$ cat src/hdl/pce_pkg.sv
`default_nettype none
// ----------------------------------------------------------------------------
// pce_pkg
// Shared types and constants for the Pearson correlation engine.
// ----------------------------------------------------------------------------
package pce_pkg;

  // Largest number of pairs that one series may hold.
  localparam int unsigned MaxPairs = 65536;
  localparam int unsigned CntW     = 17;

  // Status codes of a result.
  typedef enum logic [1:0] {
    STAT_OK       = 2'd0,
    STAT_ZERO_VAR = 2'd1,
    STAT_TOO_MANY = 2'd2
  } pce_status_e;

  // One input beat.
  typedef struct packed {
    logic signed [15:0] sample_a;
    logic signed [15:0] sample_b;
    logic               last_pair;
  } pce_in_t;

  // One result beat.
  typedef struct packed {
    logic signed [15:0] coefficient;
    pce_status_e        status;
  } pce_out_t;

  // Accumulator snapshot handed from the front to the back.
  typedef struct packed {
    logic [CntW-1:0] cnt;
    logic [32:0]     sum_a;
    logic [32:0]     sum_b;
    logic [46:0]     sum_aa;
    logic [46:0]     sum_bb;
    logic [47:0]     sum_ab;
    logic            ovf;
  } pce_snap_t;

  // Queue status seen by the top level and the back.
  typedef struct packed {
    logic full;
    logic empty;
  } pce_qstat_t;

  // Back-end state machine.
  typedef enum logic [2:0] {
    BS_IDLE,
    BS_ISSUE,
    BS_RUN,
    BS_POST,
    BS_EMIT
  } pce_bstate_e;

  // Multiplications run by the back end.
  typedef enum logic [3:0] {
    OP_NAA,
    OP_SA2,
    OP_NBB,
    OP_SB2,
    OP_NAB,
    OP_SASB,
    OP_PP,
    OP_CC,
    OP_TT,
    OP_TP
  } pce_op_e;

endpackage
`default_nettype wire

$ cat src/hdl/pce_queue.sv
`default_nettype none
// ----------------------------------------------------------------------------
// pce_queue
// Two-entry queue of accumulator snapshots between front and back.
// ----------------------------------------------------------------------------
module pce_queue
  import pce_pkg::*;
(
  input  wire logic      clk_i,
  input  wire logic      rst_ni,
  input  wire logic      push_i,
  input  wire pce_snap_t snap_i,
  input  wire logic      pop_i,
  output pce_snap_t      head_o,
  output pce_qstat_t     stat_o
);

  pce_snap_t  mem_q [2];
  logic       wptr_q, rptr_q;
  logic [1:0] cnt_q;

  assign stat_o.full  = (cnt_q == 2'd2);
  assign stat_o.empty = (cnt_q == 2'd0);
  assign head_o       = mem_q[rptr_q];

  // Entry storage.
  always_ff @(posedge clk_i) begin
    if (push_i) begin
      mem_q[wptr_q] <= snap_i;
    end
  end

  // Pointers and fill count.
  always_ff @(posedge clk_i or negedge rst_ni) begin
    if (!rst_ni) begin
      wptr_q <= 1'b0;
      rptr_q <= 1'b0;
      cnt_q  <= 2'd0;
    end else begin
      if (push_i) begin
        wptr_q <= ~wptr_q;
      end
      if (pop_i) begin
        rptr_q <= ~rptr_q;
      end
      cnt_q <= cnt_q + {1'b0, push_i} - {1'b0, pop_i};
    end
  end

endmodule
`default_nettype wire

$ cat config.mk
export PLATFORM = sky130hd
export DESIGN_NAME = pce_queue
export DESIGN_NICKNAME = d
export VERILOG_FILES = /design/src/hdl/pce_pkg.sv /design/src/hdl/pce_queue.sv
export SDC_FILE = /design/constraint.sdc
export NUM_CORES = 1
export LEC_CHECK = 0
export BUFFER_PORTS_ARGS = -buffer_cell sky130_fd_sc_hd__buf_4
export CAP_MARGIN = 20
export CORE_AREA = 2 2 285 202
export DETAILED_ROUTE_END_ITERATION = 10
export DIE_AREA = 0 0 287 204
export HOLD_SLACK_MARGIN = 0.03
export PLACE_DENSITY = 0.48
export SLEW_MARGIN = 10
export SYNTH_ARGS = -nofsm -noshare
export SYNTH_HDL_FRONTEND = slang
export SYNTH_SLANG_ARGS = --single-unit
$ cat constraint.sdc
create_clock -name clk_i -period 14 [get_ports clk_i]
set_clock_uncertainty 0.05 [all_clocks]
set_input_delay 0.7 -clock clk_i [delete_from_list [all_inputs] [get_ports clk_i]]
set_output_delay 0.7 -clock clk_i [all_outputs]
set_load 0.03 [all_outputs]
==> results_dict.tcl <==
set metrics [dict create \
    r2r_cells 4 \
    place_ws_ns 10.13 \
    place.port_buffers 457 \
    synth_top_family_by_area "multiplexers" \
    worst_path_largest_cell_delay_ns 0.89 \
    worstPathRequired_ns 13.25 \
    antenna_cells 0 \
    drt_iter0_drc 448 \
    post-synth-top-count-cell "edfxtp_1" \
    end_kind "output port" \
    ctsResizeCount 0 \
    core_um2 56100 \
    via_per_inst 4.18 \
    max_freq_mhz 229 \
    synth.cells.most_frequent "edfxtp_1, mux2_2, mux2_4, buf_4, buf_2" \
    critPathMaxFanout 60 \
    cap_violations 0 \
    tritoncts "done" \
    drt_wl_total_mm 37.6 \
    cts_max_level 2 \
    crit_path_cell_trace "buf_4 > buf_4 > mux2_2 > buf_4" \
    die_y_um 204 \
    muxShareOfSynthArea_pct 16.0 \
    ant_nets 0 \
    fin_ws_ns 9.63 \
    drcViolationCount 0 \
    grt_first_pass_wirelength_mm 54.1 \
    rows 73 \
    dp_hpwl_mm 25.0 \
    ys_seq_area_share_pct 82.3 \
    syn2layout_area_growth_pct 34.9 \
    drive_above_1_share_pct 61.0 \
    syn_inst 718 \
    grt.overflow.total 0 \
    gp_congestion 0.776 \
    cts_buffer_depth 3 \
    grt.total_usage_pct 12.3 \
    yosysWarnings 0 \
    synth_compound_area_share_pct 0 \
    synth.avg_cell_area_um2 23.1 \
    die_area_um2 58500 \
    yosys-top-cells-area "edfxtp_1, mux2_2, mux2_4" \
    worstHoldPathCells 1 \
    synth_seq_cells 456 \
    cp.arrival_ns 3.62 \
    grt_max_degree 64 \
    synth_area_um2 16600 \
    finalHoldViolCount 0 \
    min_period_ns 4.37 \
    cp-start-kind "flop" \
    fin_setup_tns_ns 0 \
    cpMostUsedCell "buf_4" \
    grt_pass1_vias 8720 \
    synth_edf_count 452 \
    ios 458 \
    dr_total_vias 8338 \
    crit_family "buffers and inverters" \
    max_slew_margin_pct 29.0 \
    routedWlPerCell_um 18.8 \
    hold_class "in2reg" \
    power.leakage_uw 0.00836 \
    netlist.area_leader.share_pct 81.7 \
    synthAdderAreaFrac_pct 0.151 \
    synthSimpleGateAreaFrac_pct 0.136 \
    synth-main-ff-cell "edfxtp_1" \
    root_buffer "clkbuf_16" \
    synth_xor_area_share_pct 0.249 \
    initial_core_util_pct 29.6 \
    synth.largest_area_cell "edfxtp_1" \
    rsz0062_at_grt "no" \
    numClockSinks 456 \
    crit_buf_inv 3 \
    power.density_nw_per_um2 220 \
    final-setup-viol-count 0 \
    synth_nets 950 \
    worstSetupPathDepth 4 \
    status "finished clean" \
    irDropWorstVdd_mv 0.108 \
    worst_pin_slew_ns 1.07 \
    cts_made_buffers 46 \
    ys_types 14 \
    clock_latency_ns 0.56 \
    fin_crit_sh_pct 31.2 \
    slowest_stage "dfrtp_4" \
    drt-pass1-iter-count 4 \
    antenna_found_initial 0 \
    report.final.slew_viol_count 0 \
    clk_pin_slew_ns 0.06 \
    final_core_util_pct 39.9 \
    die_x_um 287 \
    async_flop_share_pct 0.877 \
    finalNetCount 1441 \
    crit_type "reg2out" \
]
==> metrics by stage <==
step | instance area, µm² | hold slack, ns | std cells | power [µW]
after floorplan | 16600 | 0.354 | 718 | 3190
final | 22400 | 0.270 | 1995 | 4920
after global placement | 20900 | 0.463 | 1910 | 3760
after CTS | 22400 | 0.221 | 1995 | 5010
after global routing | 22400 | 0.222 | 1995 | 5150
after detailed placement | 20900 | 0.466 | 1910 | 3770
==> worst reg2reg max path: cells and delay by family, from the launching register on <==
kind                   cells  cell delay, ns
and+or+nand+nor            1            0.11
DFF                        1            0.43
buffers and inverters      3            2.33
==> worst paths after layout <==
kind / slack (ns) / from / end
max reg2reg: 10.64 / wptr_q / mem_q[0][30]
min in group asynchronous: 0.44 / rst_ni / wptr_q
max in group asynchronous: 13.33 / rst_ni / rptr_q
min reg2reg: 0.50 / wptr_q / wptr_q
max: 9.63 / rptr_q / head_o[79]
min: 0.27 / snap_i[74] / mem_q[0][74]
==> metal layers <==
| metal | share of wire [%] | GRT usage [%] |
|---|---|---|
| met5 | 0 | 0 |
| met4 | 2.3 | 3.83 |
| met3 | 8.7 | 4.81 |
| met2 | 48 | 19.8 |
| met1 | 41 | 15.3 |
==> what timing repair did <==
item                                   in CTS  in global routing
hold buffers                                1                  0
buffers inserted                            0                  0
endpoints found under the hold margin       4                  0
==> where the power goes <==
group          internal, µW  switching [µW]  total (µW)
clock network           728             491        1220
logic                   720            1080        1800
registers              1810            87.1        1900
total                  3260            1660        4920
==> cells in the final DEF, fill, tap and decap left out, drive strengths merged <==
| cell | n |
|---|---|
| bufinv | 5 |
| dlygate4sd3 | 1 |
| xor2 | 2 |
| clkinv | 18 |
| mux2 | 226 |
| nor2 | 1 |
| ha | 2 |
| dfrtp | 4 |
| inv | 2 |
| buf | 467 |
| nor2b | 2 |
| xor3 | 1 |
| edfxtp | 452 |
| clkbuf | 61 |
| and2 | 1 |
==> state kept, by name, summed over array words and instances (netlist names) <==
name and cells:
cnt_q 2, rptr_q 1, wptr_q 1, mem_q 452
==> logic make-up after synthesis <==
logic type,Yosys count
flops,456
buf+inv,27
fa+ha+maj,2
simple gates,4
mux,226
xor+xnor,3
==> cell type report <==
class	instances	area [µm²]
inverter	2	7.51
tap	750	938
sequential	456	13700
clock inverter	23	229
timing repair buffer	468	3520
multi-input combinational	235	2760
fill	5121	33700
clock buffer	61	1270
Note: power is estimated with default switching activity, not from simulation.
