## src/hdl/pce_pkg.sv

```systemverilog
`default_nettype none
// ----------------------------------------------------------------------------
// pce_pkg
// Shared types and constants for the Pearson correlation engine.
// ----------------------------------------------------------------------------
package pce_pkg;

  // Largest number of pairs that one series may hold.
  localparam int unsigned MaxPairs = 65536;
  localparam int unsigned CntW     = 17;

  // Status codes of a result.
  typedef enum logic [1:0] {
    STAT_OK       = 2'd0,
    STAT_ZERO_VAR = 2'd1,
    STAT_TOO_MANY = 2'd2
  } pce_status_e;

  // One input beat.
  typedef struct packed {
    logic signed [15:0] sample_a;
    logic signed [15:0] sample_b;
    logic               last_pair;
  } pce_in_t;

  // One result beat.
  typedef struct packed {
    logic signed [15:0] coefficient;
    pce_status_e        status;
  } pce_out_t;

  // Accumulator snapshot handed from the front to the back.
  typedef struct packed {
    logic [CntW-1:0] cnt;
    logic [32:0]     sum_a;
    logic [32:0]     sum_b;
    logic [46:0]     sum_aa;
    logic [46:0]     sum_bb;
    logic [47:0]     sum_ab;
    logic            ovf;
  } pce_snap_t;

  // Queue status seen by the top level and the back.
  typedef struct packed {
    logic full;
    logic empty;
  } pce_qstat_t;

  // Back-end state machine.
  typedef enum logic [2:0] {
    BS_IDLE,
    BS_ISSUE,
    BS_RUN,
    BS_POST,
    BS_EMIT
  } pce_bstate_e;

  // Multiplications run by the back end.
  typedef enum logic [3:0] {
    OP_NAA,
    OP_SA2,
    OP_NBB,
    OP_SB2,
    OP_NAB,
    OP_SASB,
    OP_PP,
    OP_CC,
    OP_TT,
    OP_TP
  } pce_op_e;

endpackage
`default_nettype wire

```

## src/hdl/pce_front.sv

```systemverilog
`default_nettype none
// ----------------------------------------------------------------------------
// pce_front
// Accumulates sample pairs and hands a snapshot to the queue on the last pair.
// ----------------------------------------------------------------------------
module pce_front
  import pce_pkg::*;
(
  input  wire logic       clk_i,
  input  wire logic       rst_ni,
  input  wire logic       accept_i,
  input  wire pce_in_t    in_i,
  output logic            push_o,
  output pce_snap_t       snap_o
);

  logic [CntW-1:0]    cnt_q, cnt_d;
  logic [32:0]        sa_q, sa_d, sb_q, sb_d;
  logic [46:0]        saa_q, saa_d, sbb_q, sbb_d;
  logic [47:0]        sab_q, sab_d;
  logic               ovf_q, ovf_d;
  logic signed [31:0] aa, bb, ab;
  logic               at_max;

  // Products of the incoming pair.
  always_comb begin
    aa = in_i.sample_a * in_i.sample_a;
    bb = in_i.sample_b * in_i.sample_b;
    ab = in_i.sample_a * in_i.sample_b;
  end

  assign at_max = (cnt_q == CntW'(MaxPairs));

  // Next accumulator values; pairs past the limit only set the flag.
  always_comb begin
    cnt_d = cnt_q;
    sa_d  = sa_q;
    sb_d  = sb_q;
    saa_d = saa_q;
    sbb_d = sbb_q;
    sab_d = sab_q;
    ovf_d = ovf_q;
    if (at_max) begin
      ovf_d = 1'b1;
    end else begin
      cnt_d = cnt_q + CntW'(1);
      sa_d  = sa_q + {{17{in_i.sample_a[15]}}, in_i.sample_a};
      sb_d  = sb_q + {{17{in_i.sample_b[15]}}, in_i.sample_b};
      saa_d = saa_q + {15'd0, aa};
      sbb_d = sbb_q + {15'd0, bb};
      sab_d = sab_q + {{16{ab[31]}}, ab};
    end
  end

  assign push_o = accept_i && in_i.last_pair;

  always_comb begin
    snap_o.cnt    = cnt_d;
    snap_o.sum_a  = sa_d;
    snap_o.sum_b  = sb_d;
    snap_o.sum_aa = saa_d;
    snap_o.sum_bb = sbb_d;
    snap_o.sum_ab = sab_d;
    snap_o.ovf    = ovf_d;
  end

  // Accumulator registers, cleared after the last pair of a series.
  always_ff @(posedge clk_i or negedge rst_ni) begin
    if (!rst_ni) begin
      cnt_q <= '0;
      sa_q  <= '0;
      sb_q  <= '0;
      saa_q <= '0;
      sbb_q <= '0;
      sab_q <= '0;
      ovf_q <= 1'b0;
    end else if (accept_i) begin
      if (in_i.last_pair) begin
        cnt_q <= '0;
        sa_q  <= '0;
        sb_q  <= '0;
        saa_q <= '0;
        sbb_q <= '0;
        sab_q <= '0;
        ovf_q <= 1'b0;
      end else begin
        cnt_q <= cnt_d;
        sa_q  <= sa_d;
        sb_q  <= sb_d;
        saa_q <= saa_d;
        sbb_q <= sbb_d;
        sab_q <= sab_d;
        ovf_q <= ovf_d;
      end
    end
  end

endmodule
`default_nettype wire

```

## config.mk

```make
export PLATFORM = sky130hd
export DESIGN_NAME = pce_front
export DESIGN_NICKNAME = d
export VERILOG_FILES = /design/src/hdl/pce_pkg.sv /design/src/hdl/pce_front.sv
export SDC_FILE = /design/constraint.sdc
export NUM_CORES = 2
export LEC_CHECK = 0
export BUFFER_PORTS_ARGS = -buffer_cell sky130_fd_sc_hd__buf_2
export CAP_MARGIN = 10
export CORE_MARGIN = 5
export CORE_UTILIZATION = 60
export DETAILED_ROUTE_END_ITERATION = 8
export PLACE_DENSITY = 0.83
export SYNTH_ARGS = -nofsm -noshare
export SYNTH_HDL_FRONTEND = slang
export SYNTH_SLANG_ARGS = --single-unit
```

## constraint.sdc

```tcl
create_clock -name clk_i -period 25.9 [get_ports clk_i]
set_clock_uncertainty 0.2 [all_clocks]
set_input_delay 0 -clock clk_i [delete_from_list [all_inputs] [get_ports clk_i]]
set_output_delay 0 -clock clk_i [all_outputs]
set_load 0.005 [all_outputs]
```

==> reports/results.ini <==
[critical_path]
setup.worst_path.class=in2out
endpoint_kind=output port
cp_top_family=adder cells
cp.required_ns=25.70
worstPathArrival_ns=10.33
slowest_delay_ns=0.89
worstPathMaxFanout=24
worst-path-buf-inv=4
critical_path.slowest_cell=fa_1
crit_top_cell=fa_1
cp-start-kind=input pin

[global_route]
grt_pass1_wl_microns=213000
grt_util_all_layers=0.302
grt_pass1_vias=41700
grt_max_degree=113
overflow=0
antenna_found_initial=6

[sta]
finalCriticalPeriod_ns=10.53
maxSlewViolCount=0
fmax_mhz=95.0
hold_viol=0
tightest_slew_ns=1.05
finalSetupTns_ns=0
setup_violations=0
fin_crit_sh=0.407
grt_setup_unrepaired=false
slew_headroom=0.300

[floorplanning]
rows=103
core_area_sq_um=79000
die_w_microns=292
die_area_sq_um=85400
start_util=0.605
ios=263
die_h_microns=292

[final_layout]
area_delta_synth_final_pct=6.41
fin_nets=6876
final_common_cell=inv_1
drive_above_1_share=0.0687
layout.cells.most_common_list=inv_1 (1017), fa_1 (743), nand2_1 (643)
instances_no_fill=6744
fin_area_sq_um=50900

[place]
gp_congestion=0.965
dp.cells=6687
portBuffers=262
hpwl_microns=98900
placed_area_sq_um=49800

[clock_tree]
clockBufferDepth=3
cts-root-buf=clkbuf_16
cts_resized=0
clock_latency_ns=0.59
cts_buffers=26
clkTransAtPathRegs_ns=0.06
cts.sinks=226
cts.htree.levels=1
cts_tree=done

[logic_synthesis]
syn_area_per_cell_sq_um=8.58
seq_area_frac_synth=0.118
ys_ff_latch=226
synth_ff_type=dfrtp_1
synthCells=5573
yosys_warnings=0
synth.distinct_cells=96
async_flop_share=1.00
synth_edf_count=0
synth_area_sq_um=47800
syn_nets=6778

[routing]
drtAntennaViolNets=0
drt-initial-drc-count=2782
routedWlPerCell_microns=19.1
num_vias=40100
drt-vias-per-instance=5.94
drc=0
first_pass_iters=8
routed_wl_microns=129000

[status]
outcome=completed

[min_path]
hp-class=in2async

[flow_run]
cap_viol_max_count=0

-- state kept, by name (all words and copies together) (netlist names) --
name,flops
saa_q,47
ovf_q,1
sb_q,33
sbb_q,47
cnt_q,17
sa_q,33
sab_q,48
-- cell usage after synthesis, drive strengths merged (21+ instances only) --
master | number | area (sq um)
o31ai | 31 | 260
a211oi | 31 | 243
nor3 | 41 | 205
nand3 | 77 | 385
xnor2 | 220 | 1930
o211ai | 27 | 218
nor2 | 281 | 1050
nand4 | 32 | 206
fa | 743 | 14900
o21bai | 33 | 248
dfrtp | 226 | 5660
xor2 | 96 | 841
a31oi | 30 | 194
and3 | 56 | 357
o2bb2ai | 21 | 184
a22o | 132 | 1160
inv | 1019 | 3820
a21o | 124 | 932
o21ai | 273 | 1370
o21a | 22 | 165
nand2 | 643 | 2410
and2 | 209 | 1310
clkbuf | 217 | 830
ha | 426 | 5330
nand2b | 34 | 213
nor2b | 31 | 194
a21oi | 291 | 1460
-- worst register-to-register path, stage by stage, from the launching register on --
cell      delay [ns]
dfrtp_1         0.47
inv_1           0.10
ha_1            0.14
nor4b_1         0.53
and4_4          0.75
buf_4           0.85
nor2_1          0.20
o211ai_1        0.24
nand2_1         0.26
and3_1          0.24
a221o_1         0.27
-- kinds of logic after synthesis --
family	synth area share
multiplexers	0.00442
buffers and inverters	0.0995
AO/OA/AOI/OAI	0.154
XOR/XNOR	0.0579
flip-flops	0.118
adder cells (fa/ha/maj)	0.423
AND/OR/NAND/NOR	0.144
-- repair_timing --
action                    in CTS  in global routing
setup buffers                  0                  0
hold buffers                   6                  0
hold endpoints to repair     160                  0
-- per-stage QoR --
stage	setup WS, ns	util	hold slack [ns]
after floorplan	17.37	-	-0.496
after global placement	15.71	0.631	-0.0360
after detailed placement	15.61	0.631	-0.0232
after CTS	15.54	0.644	0.162
after global routing	14.82	0.644	0.205
final	15.37	0.644	0.193
-- layer usage --
| metal | share of wire | global-route usage | routed length [microns] | up-vias |
|---|---|---|---|---|
| met5 | 0.00062 | 0 | 80 | - |
| met4 | 0.049 | 0.128 | 6370 | 10 |
| met3 | 0.084 | 0.0583 | 10800 | 436 |
| met2 | 0.48 | 0.501 | 61500 | 1646 |
| met1 | 0.39 | 0.392 | 50300 | 19800 |
| li1 | - | - | - | 18100 |
-- area by class of cell --
class | count | area [sq um]
timing repair buffer | 303 | 1660
antenna | 4 | 10.0
sequential | 226 | 5660
multi-input combinational | 4092 | 37400
clock inverter | 13 | 220
clock buffer | 34 | 741
fill | 6239 | 28100
inverter | 1022 | 3840
tap | 1050 | 1310
-- worst paths after layout --
kind | start | to | slack [ns] | cells after the start
setup / recovery | in_i[32] | snap_o[48] | 15.37 | 30
hold / removal | rst_ni | sbb_q[43] | 0.19 | 3
setup reg to reg | cnt_q[0] | sbb_q[40] | 21.52 | 10
hold reg to reg | ovf_q | ovf_q | 0.30 | 2
max in group asynchronous | rst_ni | sab_q[10] | 23.59 | 5
min in group clk_i | in_i[16] | sb_q[32] | 0.19 | 5
Power is left out: the tool's default activity adds up to more than one toggle a clock period on the data nets, which glitch-free logic cannot reach.
