File: src/hdl/pce_pkg.sv
`default_nettype none
// ----------------------------------------------------------------------------
// pce_pkg
// Shared types and constants for the Pearson correlation engine.
// ----------------------------------------------------------------------------
package pce_pkg;

  // Largest number of pairs that one series may hold.
  localparam int unsigned MaxPairs = 65536;
  localparam int unsigned CntW     = 17;

  // Status codes of a result.
  typedef enum logic [1:0] {
    STAT_OK       = 2'd0,
    STAT_ZERO_VAR = 2'd1,
    STAT_TOO_MANY = 2'd2
  } pce_status_e;

  // One input beat.
  typedef struct packed {
    logic signed [15:0] sample_a;
    logic signed [15:0] sample_b;
    logic               last_pair;
  } pce_in_t;

  // One result beat.
  typedef struct packed {
    logic signed [15:0] coefficient;
    pce_status_e        status;
  } pce_out_t;

  // Accumulator snapshot handed from the front to the back.
  typedef struct packed {
    logic [CntW-1:0] cnt;
    logic [32:0]     sum_a;
    logic [32:0]     sum_b;
    logic [46:0]     sum_aa;
    logic [46:0]     sum_bb;
    logic [47:0]     sum_ab;
    logic            ovf;
  } pce_snap_t;

  // Queue status seen by the top level and the back.
  typedef struct packed {
    logic full;
    logic empty;
  } pce_qstat_t;

  // Back-end state machine.
  typedef enum logic [2:0] {
    BS_IDLE,
    BS_ISSUE,
    BS_RUN,
    BS_POST,
    BS_EMIT
  } pce_bstate_e;

  // Multiplications run by the back end.
  typedef enum logic [3:0] {
    OP_NAA,
    OP_SA2,
    OP_NBB,
    OP_SB2,
    OP_NAB,
    OP_SASB,
    OP_PP,
    OP_CC,
    OP_TT,
    OP_TP
  } pce_op_e;

endpackage
`default_nettype wire

File: src/hdl/pce_back.sv
`default_nettype none
// ----------------------------------------------------------------------------
// pce_back
// Computes the coefficient from a snapshot with a shared shift-add
// multiplier and a bitwise search for the quotient of the square root.
// ----------------------------------------------------------------------------
module pce_back
  import pce_pkg::*;
(
  input  wire logic       clk_i,
  input  wire logic       rst_ni,
  input  wire pce_snap_t  head_i,
  input  wire pce_qstat_t qstat_i,
  output logic            pop_o,
  output logic            result_valid_o,
  output pce_out_t        result_o
);

  pce_bstate_e        state_q, state_d;
  pce_op_e            op_q, op_d;
  pce_snap_t          snap_q;
  logic [159:0]       mx_q, acc_q;
  logic [63:0]        my_q;
  logic [63:0]        t1_q, dx_q, dy_q, p1_q, c_q;
  logic               neg_q;
  logic [127:0]       pp_q;
  logic [159:0]       rr_q;
  logic [31:0]        tsq_q;
  logic [15:0]        k_q;
  logic [3:0]         bit_q;
  logic signed [15:0] coef_q;
  pce_status_e        stat_q;

  logic [32:0]  mag_a, mag_b;
  logic [47:0]  mag_ab;
  logic [127:0] op_x;
  logic [63:0]  op_y;
  logic [15:0]  cand, k_new;
  logic [16:0]  tval;
  logic         trial_ok, search_end, zero_var;
  logic         s1, s2;
  logic [63:0]  p2;

  // Magnitudes of the signed sums.
  always_comb begin
    mag_a  = snap_q.sum_a[32] ? (33'd0 - snap_q.sum_a) : snap_q.sum_a;
    mag_b  = snap_q.sum_b[32] ? (33'd0 - snap_q.sum_b) : snap_q.sum_b;
    mag_ab = snap_q.sum_ab[47] ? (48'd0 - snap_q.sum_ab) : snap_q.sum_ab;
  end

  // Search candidate and its odd multiplier 2k-1.
  always_comb begin
    cand       = k_q | (16'd1 << bit_q);
    tval       = {cand, 1'b0} - 17'd1;
    trial_ok   = (acc_q <= rr_q);
    k_new      = trial_ok ? cand : k_q;
    search_end = (bit_q == 4'd0) || (k_new == 16'h8000);
    zero_var   = (dx_q == 64'd0) || (dy_q == 64'd0);
    p2         = acc_q[63:0];
    s1         = snap_q.sum_ab[47];
    s2         = snap_q.sum_a[32] ^ snap_q.sum_b[32];
  end

  // Operand selection for the shared multiplier.
  always_comb begin
    op_x = '0;
    op_y = '0;
    unique case (op_q)
      OP_NAA:  begin op_x = 128'(snap_q.sum_aa); op_y = 64'(snap_q.cnt); end
      OP_SA2:  begin op_x = 128'(mag_a);         op_y = 64'(mag_a);      end
      OP_NBB:  begin op_x = 128'(snap_q.sum_bb); op_y = 64'(snap_q.cnt); end
      OP_SB2:  begin op_x = 128'(mag_b);         op_y = 64'(mag_b);      end
      OP_NAB:  begin op_x = 128'(mag_ab);        op_y = 64'(snap_q.cnt); end
      OP_SASB: begin op_x = 128'(mag_a);         op_y = 64'(mag_b);      end
      OP_PP:   begin op_x = 128'(dx_q);          op_y = dy_q;            end
      OP_CC:   begin op_x = 128'(c_q);           op_y = c_q;             end
      OP_TT:   begin op_x = 128'(tval);          op_y = 64'(tval);       end
      OP_TP:   begin op_x = pp_q;                op_y = 64'(tsq_q);      end
      default: begin op_x = '0;                  op_y = '0;              end
    endcase
  end

  // Next state and sequencing.
  always_comb begin
    state_d = state_q;
    op_d    = op_q;
    pop_o   = 1'b0;
    unique case (state_q)
      BS_IDLE: begin
        if (!qstat_i.empty) begin
          pop_o   = 1'b1;
          op_d    = OP_NAA;
          state_d = head_i.ovf ? BS_EMIT : BS_ISSUE;
        end
      end
      BS_ISSUE: begin
        state_d = BS_RUN;
      end
      BS_RUN: begin
        if (my_q == 64'd0) begin
          state_d = BS_POST;
        end
      end
      BS_POST: begin
        state_d = BS_ISSUE;
        unique case (op_q)
          OP_NAA:  op_d = OP_SA2;
          OP_SA2:  op_d = OP_NBB;
          OP_NBB:  op_d = OP_SB2;
          OP_SB2:  op_d = OP_NAB;
          OP_NAB:  op_d = OP_SASB;
          OP_SASB: begin
            op_d = OP_PP;
            if (zero_var) begin
              state_d = BS_EMIT;
            end
          end
          OP_PP:   op_d = OP_CC;
          OP_CC:   op_d = OP_TT;
          OP_TT:   op_d = OP_TP;
          OP_TP:   begin
            op_d = OP_TT;
            if (search_end) begin
              state_d = BS_EMIT;
            end
          end
          default: op_d = OP_NAA;
        endcase
      end
      BS_EMIT: begin
        state_d = BS_IDLE;
      end
      default: state_d = BS_IDLE;
    endcase
  end

  always_ff @(posedge clk_i or negedge rst_ni) begin
    if (!rst_ni) begin
      state_q <= BS_IDLE;
      op_q    <= OP_NAA;
    end else begin
      state_q <= state_d;
      op_q    <= op_d;
    end
  end

  // Datapath: multiplier steps and the handling of each finished product.
  always_ff @(posedge clk_i) begin
    unique case (state_q)
      BS_IDLE: begin
        snap_q <= head_i;
        coef_q <= '0;
        stat_q <= STAT_TOO_MANY;
      end
      BS_ISSUE: begin
        mx_q  <= 160'(op_x);
        my_q  <= op_y;
        acc_q <= '0;
      end
      BS_RUN: begin
        if (my_q[0]) begin
          acc_q <= acc_q + mx_q;
        end
        mx_q <= mx_q << 1;
        my_q <= my_q >> 1;
      end
      BS_POST: begin
        unique case (op_q)
          OP_NAA:  t1_q <= acc_q[63:0];
          OP_SA2:  dx_q <= t1_q - acc_q[63:0];
          OP_NBB:  t1_q <= acc_q[63:0];
          OP_SB2:  dy_q <= t1_q - acc_q[63:0];
          OP_NAB:  p1_q <= acc_q[63:0];
          OP_SASB: begin
            if (s1 == s2) begin
              if (p1_q >= p2) begin
                c_q   <= p1_q - p2;
                neg_q <= s1;
              end else begin
                c_q   <= p2 - p1_q;
                neg_q <= !s1;
              end
            end else begin
              c_q   <= p1_q + p2;
              neg_q <= s1;
            end
            coef_q <= '0;
            stat_q <= zero_var ? STAT_ZERO_VAR : STAT_OK;
          end
          OP_PP:   pp_q <= acc_q[127:0];
          OP_CC:   begin
            rr_q  <= acc_q << 32;
            k_q   <= '0;
            bit_q <= 4'd15;
          end
          OP_TT:   tsq_q <= acc_q[31:0];
          OP_TP:   begin
            k_q   <= k_new;
            bit_q <= bit_q - 4'd1;
            if (neg_q) begin
              coef_q <= 16'(16'd0 - k_new);
            end else if (k_new == 16'h8000) begin
              coef_q <= 16'sh7fff;
            end else begin
              coef_q <= k_new;
            end
          end
          default: t1_q <= t1_q;
        endcase
      end
      default: begin
        acc_q <= acc_q;
      end
    endcase
  end

  assign result_valid_o       = (state_q == BS_EMIT);
  assign result_o.coefficient = coef_q;
  assign result_o.status      = stat_q;

  // A result beat lasts one cycle and the back returns to idle.
  a_single_beat: assert property (@(posedge clk_i) disable iff (!rst_ni)
    result_valid_o |=> !result_valid_o)
    else $error("result beat longer than one cycle");

  // A too-many or zero-variance result carries a zero coefficient.
  a_flag_zero: assert property (@(posedge clk_i) disable iff (!rst_ni)
    (result_valid_o && (stat_q == STAT_TOO_MANY || stat_q == STAT_ZERO_VAR))
      |-> (coef_q == 16'sd0))
    else $error("flagged result with nonzero coefficient");

  // The multiplier consumes one multiplier bit per running cycle.
  a_mul_shift: assert property (@(posedge clk_i) disable iff (!rst_ni)
    (state_q == BS_RUN && my_q != 64'd0) |=> (my_q == ($past(my_q) >> 1)))
    else $error("multiplier did not advance");

  // The back takes a snapshot only from a nonempty queue.
  a_pop_nonempty: assert property (@(posedge clk_i) disable iff (!rst_ni)
    pop_o |-> !qstat_i.empty)
    else $error("pop from empty queue");

endmodule
`default_nettype wire

File: config.mk
export PLATFORM = sky130hd
export DESIGN_NAME = pce_back
export DESIGN_NICKNAME = d
export VERILOG_FILES = /design/src/hdl/pce_pkg.sv /design/src/hdl/pce_back.sv
export SDC_FILE = /design/constraint.sdc
export NUM_CORES = 2
export LEC_CHECK = 0
export BUFFER_PORTS_ARGS = -buffer_cell sky130_fd_sc_hd__buf_2
export CORE_MARGIN = 4
export CORE_UTILIZATION = 45
export DETAILED_ROUTE_END_ITERATION = 8
export GPL_ROUTABILITY_DRIVEN = 0
export SYNTH_ARGS = -nofsm -noshare
export SYNTH_HDL_FRONTEND = slang
export SYNTH_SLANG_ARGS = --single-unit
File: constraint.sdc
create_clock -name clk_i -period 16.19 [get_ports clk_i]
set_input_delay 1.619 -clock clk_i [delete_from_list [all_inputs] [get_ports clk_i]]
set_output_delay 1.619 -clock clk_i [all_outputs]
set_load 0.005 [all_outputs]
==> impl_metrics.csv <==
group,metric,value,unit
outcome,status,"complete, but fails checks",
outcome,violations,"DRC, capacitance limit, slew limit",
worst_setup_path,critPathRequiredTime,16.77,ns
sta,tightest_slew,1.50,ns
synthesis,synth_seq_area_share,0.491,
worst_setup_path,rrSetupSlack,9.48,ns
worst_setup_path,cp-start-kind,"flip-flop",
sta,clock_skew,0.0300,ns
worst_setup_path,startpoint,"acc_q[145]$_SDFFCE_PN0P_",
global_routing,grt_use_total,0.309,
cells_and_area,area_growth,10.7,%
synthesis,synth_seq_cells,1263,
die,start_util,0.454,
sta,fmaxAchievable,149,MHz
detailed_routing,vias,64800,
worst_setup_path,r2r_cells,21,
cts,h-tree-depth,4,
synthesis,postSynth.asyncResetShare,0.00554,
synthesis,synth_edf_count,1256,
global_routing,first_global_vias,61100,
synthesis,yosys_warnings,0,
detailed_routing,antenna_left,0,
placement,port_buffers,248,
detailed_routing,drt-total-wl,287,mm
synthesis,syn_nets,8326,
cts,cts_hold_buf,0,
detailed_routing,wl_met3,27.8,mm
placement,place_hpwl,220,mm
global_routing,grt_pass1_wl,410,mm
power,power_density,249,nW/µm²
detailed_routing,wl_per_cell,28.6,µm
detailed_routing,drtIter0Drc,9658,
cells_and_area,drive_gt1_frac,0.0845,
cts,numCtsBuffers,144,
detailed_routing,topRoutingLayerUsed,"met5",
global_routing,grt_max_degree,177,
worst_setup_path,rr_startpoint,"acc_q[145]$_SDFFCE_PN0P_",
cells_and_area,final_common_cell,"edfxtp_1",
cells_and_area,utilization,0.503,
die,dieHeight,422,µm
global_routing,antenna_found_initial,9,
cts,cts_tree,"built",
sta,relSlewSlack,-0.00508,
cts,root_buffer,"clkbuf_16",
worst_setup_path,crit_path_end_kind,"flip-flop",
detailed_routing,dr.pass1.iters,9,
detailed_routing,vias_per_cell,6.47,
cts,clk_path_buf_depth,3,
cells_and_area,fillers,15500,
die,io_pins,250,
power,ir_worst_vdd,142,µV
synthesis,synth_cells,7541,
worst_setup_path,worstReg2RegEnd,"coef_q[13]$_SDFFCE_PN0P_",
die,coreArea,170000,µm²
worst_setup_path,path_max_fanout,17,
cts,post_cts_buffers,0,
worst_setup_path,cp.arrival,7.28,ns
sta,rsz0062_at_grt,"false",
worst_setup_path,crit_type,"reg -> reg",
sta,slew_violations,3,
sta,setup_tns,0,ns
hold_path,hold_path.class,"reg -> reg",
detailed_routing,wl_met1,113,mm
die,fp.dieW,422,µm
synthesis,synthDistinctLibCells,93,
cts,cts_sinks,1263,
cts,clk_pin_slew,0.06,ns
cells_and_area,final_nets,8468,
synthesis,ys.flop_type,"edfxtp_1",
power,p_leak,32.1,nW
detailed_routing,met2_length,127,mm
sta,finalHoldViolCount,0,
synthesis,syn_area_per_cell,10.2,µm²
flow_run,maxCapViolCount,1,
global_routing,grt-ovfl-total,0,
cts,cts_resized,0,
detailed_routing,drc,1,
sta,fin_crit_sh,0.414,
die,num_rows,151,
sta,period_minus_slack,6.71,ns
synthesis,synth_area,77200,µm²
die,dieArea,178000,µm²
cts,insertion_delay,0.82,ns
worst_setup_path,crit_end,"coef_q[13]$_SDFFCE_PN0P_",
cells_and_area,final_cell_mix,"1256 x edfxtp_1, 775 x a21oi_1, 671 x nor2_1",
sta,setup_viol,0,
[registers in the layout, indices dropped and copies added (netlist names), 2 cells and up]
name,flops
tsq_q,32
stat_q,2
k_q,16
dy_q,64
dx_q,64
mx_q,160
coef_q,16
pp_q,128
state_q,3
bit_q,4
t1_q,64
rr_q,128
p1_q,64
acc_q,160
op_q,4
snap_q,224
my_q,64
c_q,64
[stage by stage]
stage | cells | instance area (µm²) | total power [mW] | hold slack [ns] | worst slack (ns)
after floorplan | 7541 | 77200 | 13.8 | 0.480 | 3.93
after global placement | 9755 | 80900 | 17.5 | 0.443 | 9.68
after detailed placement | 9755 | 80900 | 17.6 | 0.439 | 9.62
after CTS | 10000 | 85400 | 20.9 | 0.454 | 9.56
after global routing | 10000 | 85400 | 22.3 | 0.469 | 9.00
final | 10000 | 85500 | 21.3 | 0.454 | 9.48
[area by class of cell]
| type | instances | area, µm² | share of cell area |
|---|---|---|---|
| clock buffer | 163 | 3700 | 0.0433 |
| timing repair buffer | 360 | 2110 | 0.0247 |
| clock inverter | 97 | 887 | 0.0104 |
| tap | 2218 | 2780 | 0.0325 |
| multi-input combinational | 5480 | 36400 | 0.427 |
| antenna | 5 | 12.5 | 0.000146 |
| inverter | 434 | 1640 | 0.0192 |
| sequential | 1263 | 37900 | 0.443 |
[synth_stat cells, drive strengths merged (30+ instances only)]
cell type / n / area share
nand3: 74 / 0.0049
o21ai: 485 / 0.031
o21a: 63 / 0.0061
a31oi: 73 / 0.0059
o21bai: 140 / 0.014
inv: 429 / 0.021
nand2: 510 / 0.025
nand2b: 52 / 0.0042
xnor2: 247 / 0.028
nor3: 160 / 0.010
edfxtp: 1256 / 0.49
and2: 48 / 0.0039
a22o: 77 / 0.0087
clkbuf: 324 / 0.016
or2: 30 / 0.0025
nor2b: 44 / 0.0036
o211ai: 48 / 0.0047
a21boi: 31 / 0.0030
a222oi: 70 / 0.0091
a21oi: 778 / 0.050
nor2: 680 / 0.033
nand4: 185 / 0.015
a211oi: 54 / 0.0053
xor2: 150 / 0.017
o31ai: 76 / 0.0075
or3: 60 / 0.0049
buf: 40 / 0.0021
nor4: 114 / 0.0096
a22oi: 82 / 0.0080
a21o: 198 / 0.019
a221oi: 59 / 0.0067
ha: 550 / 0.089
and3: 37 / 0.0030
[cells by family (layout without fill, tap and decap cells)]
logic type                 after synthesis  count (layout)  share of synthesized area
AOI/OAI and AO/OA                     2444            2444                      0.205
and+or+nand+nor                       2050            2050                      0.126
DFF                                   1263            1263                      0.491
buffers and inverters                  798            1054                     0.0390
adders and majority gates              555             555                     0.0905
xor gates and xnor gates               397             397                     0.0450
muxes                                   34              34                    0.00449
other                                    0               5                          0
[report_power, final]
| part | switching, mW | total [mW] | internal [mW] |
|---|---|---|---|
| registers | 0.935 | 6.25 | 5.32 |
| clock network | 1.43 | 3.22 | 1.79 |
| logic | 7.95 | 11.8 | 3.83 |
| total | 10.3 | 21.3 | 10.9 |
[critical path, cell delays in order, from the launching register on]
cell and delay (ns):
edfxtp_1 0.45, ha_1 0.32, and4_1 0.21, nand2_1 0.07, nor3_1 0.64, nand2_1 0.12
nor3_1 0.64, nand2_1 0.16, o2bb2ai_1 0.71, o21ai_1 0.11, buf_4 0.24, a31oi_1 0.42
ha_1 0.27, nand2_1 0.09, nor2_1 0.15, nand2_1 0.15, nor4_1 0.27, o21ai_0 0.14
a31oi_1 0.21, nand3_1 0.35, and3_1 0.32, a2111oi_0 0.38
[metal layers]
metal  vias to the layer above  track usage
li1                      28800            -
met1                     31500        0.408
met2                      3696        0.479
met3                       822       0.0629
met4                         4        0.168
met5                         -            0
[how the worst min path moves through the flow]
stage,startpoint,endpoint,slack (ns),cells after the start
after floorplan,acc_q[100]$_SDFFCE_PN0P_,pp_q[100]$_DFFE_PP_,0.48,0
after global placement,acc_q[59]$_SDFFCE_PN0P_,rr_q[91]$_DFFE_PP_,0.44,0
after global routing,acc_q[59]$_SDFFCE_PN0P_,rr_q[91]$_DFFE_PP_,0.47,0
final,acc_q[59]$_SDFFCE_PN0P_,rr_q[91]$_DFFE_PP_,0.45,0
after detailed placement,acc_q[59]$_SDFFCE_PN0P_,rr_q[91]$_DFFE_PP_,0.44,0
after CTS,acc_q[59]$_SDFFCE_PN0P_,rr_q[91]$_DFFE_PP_,0.45,0
Power figures use the tool's default switching activity.
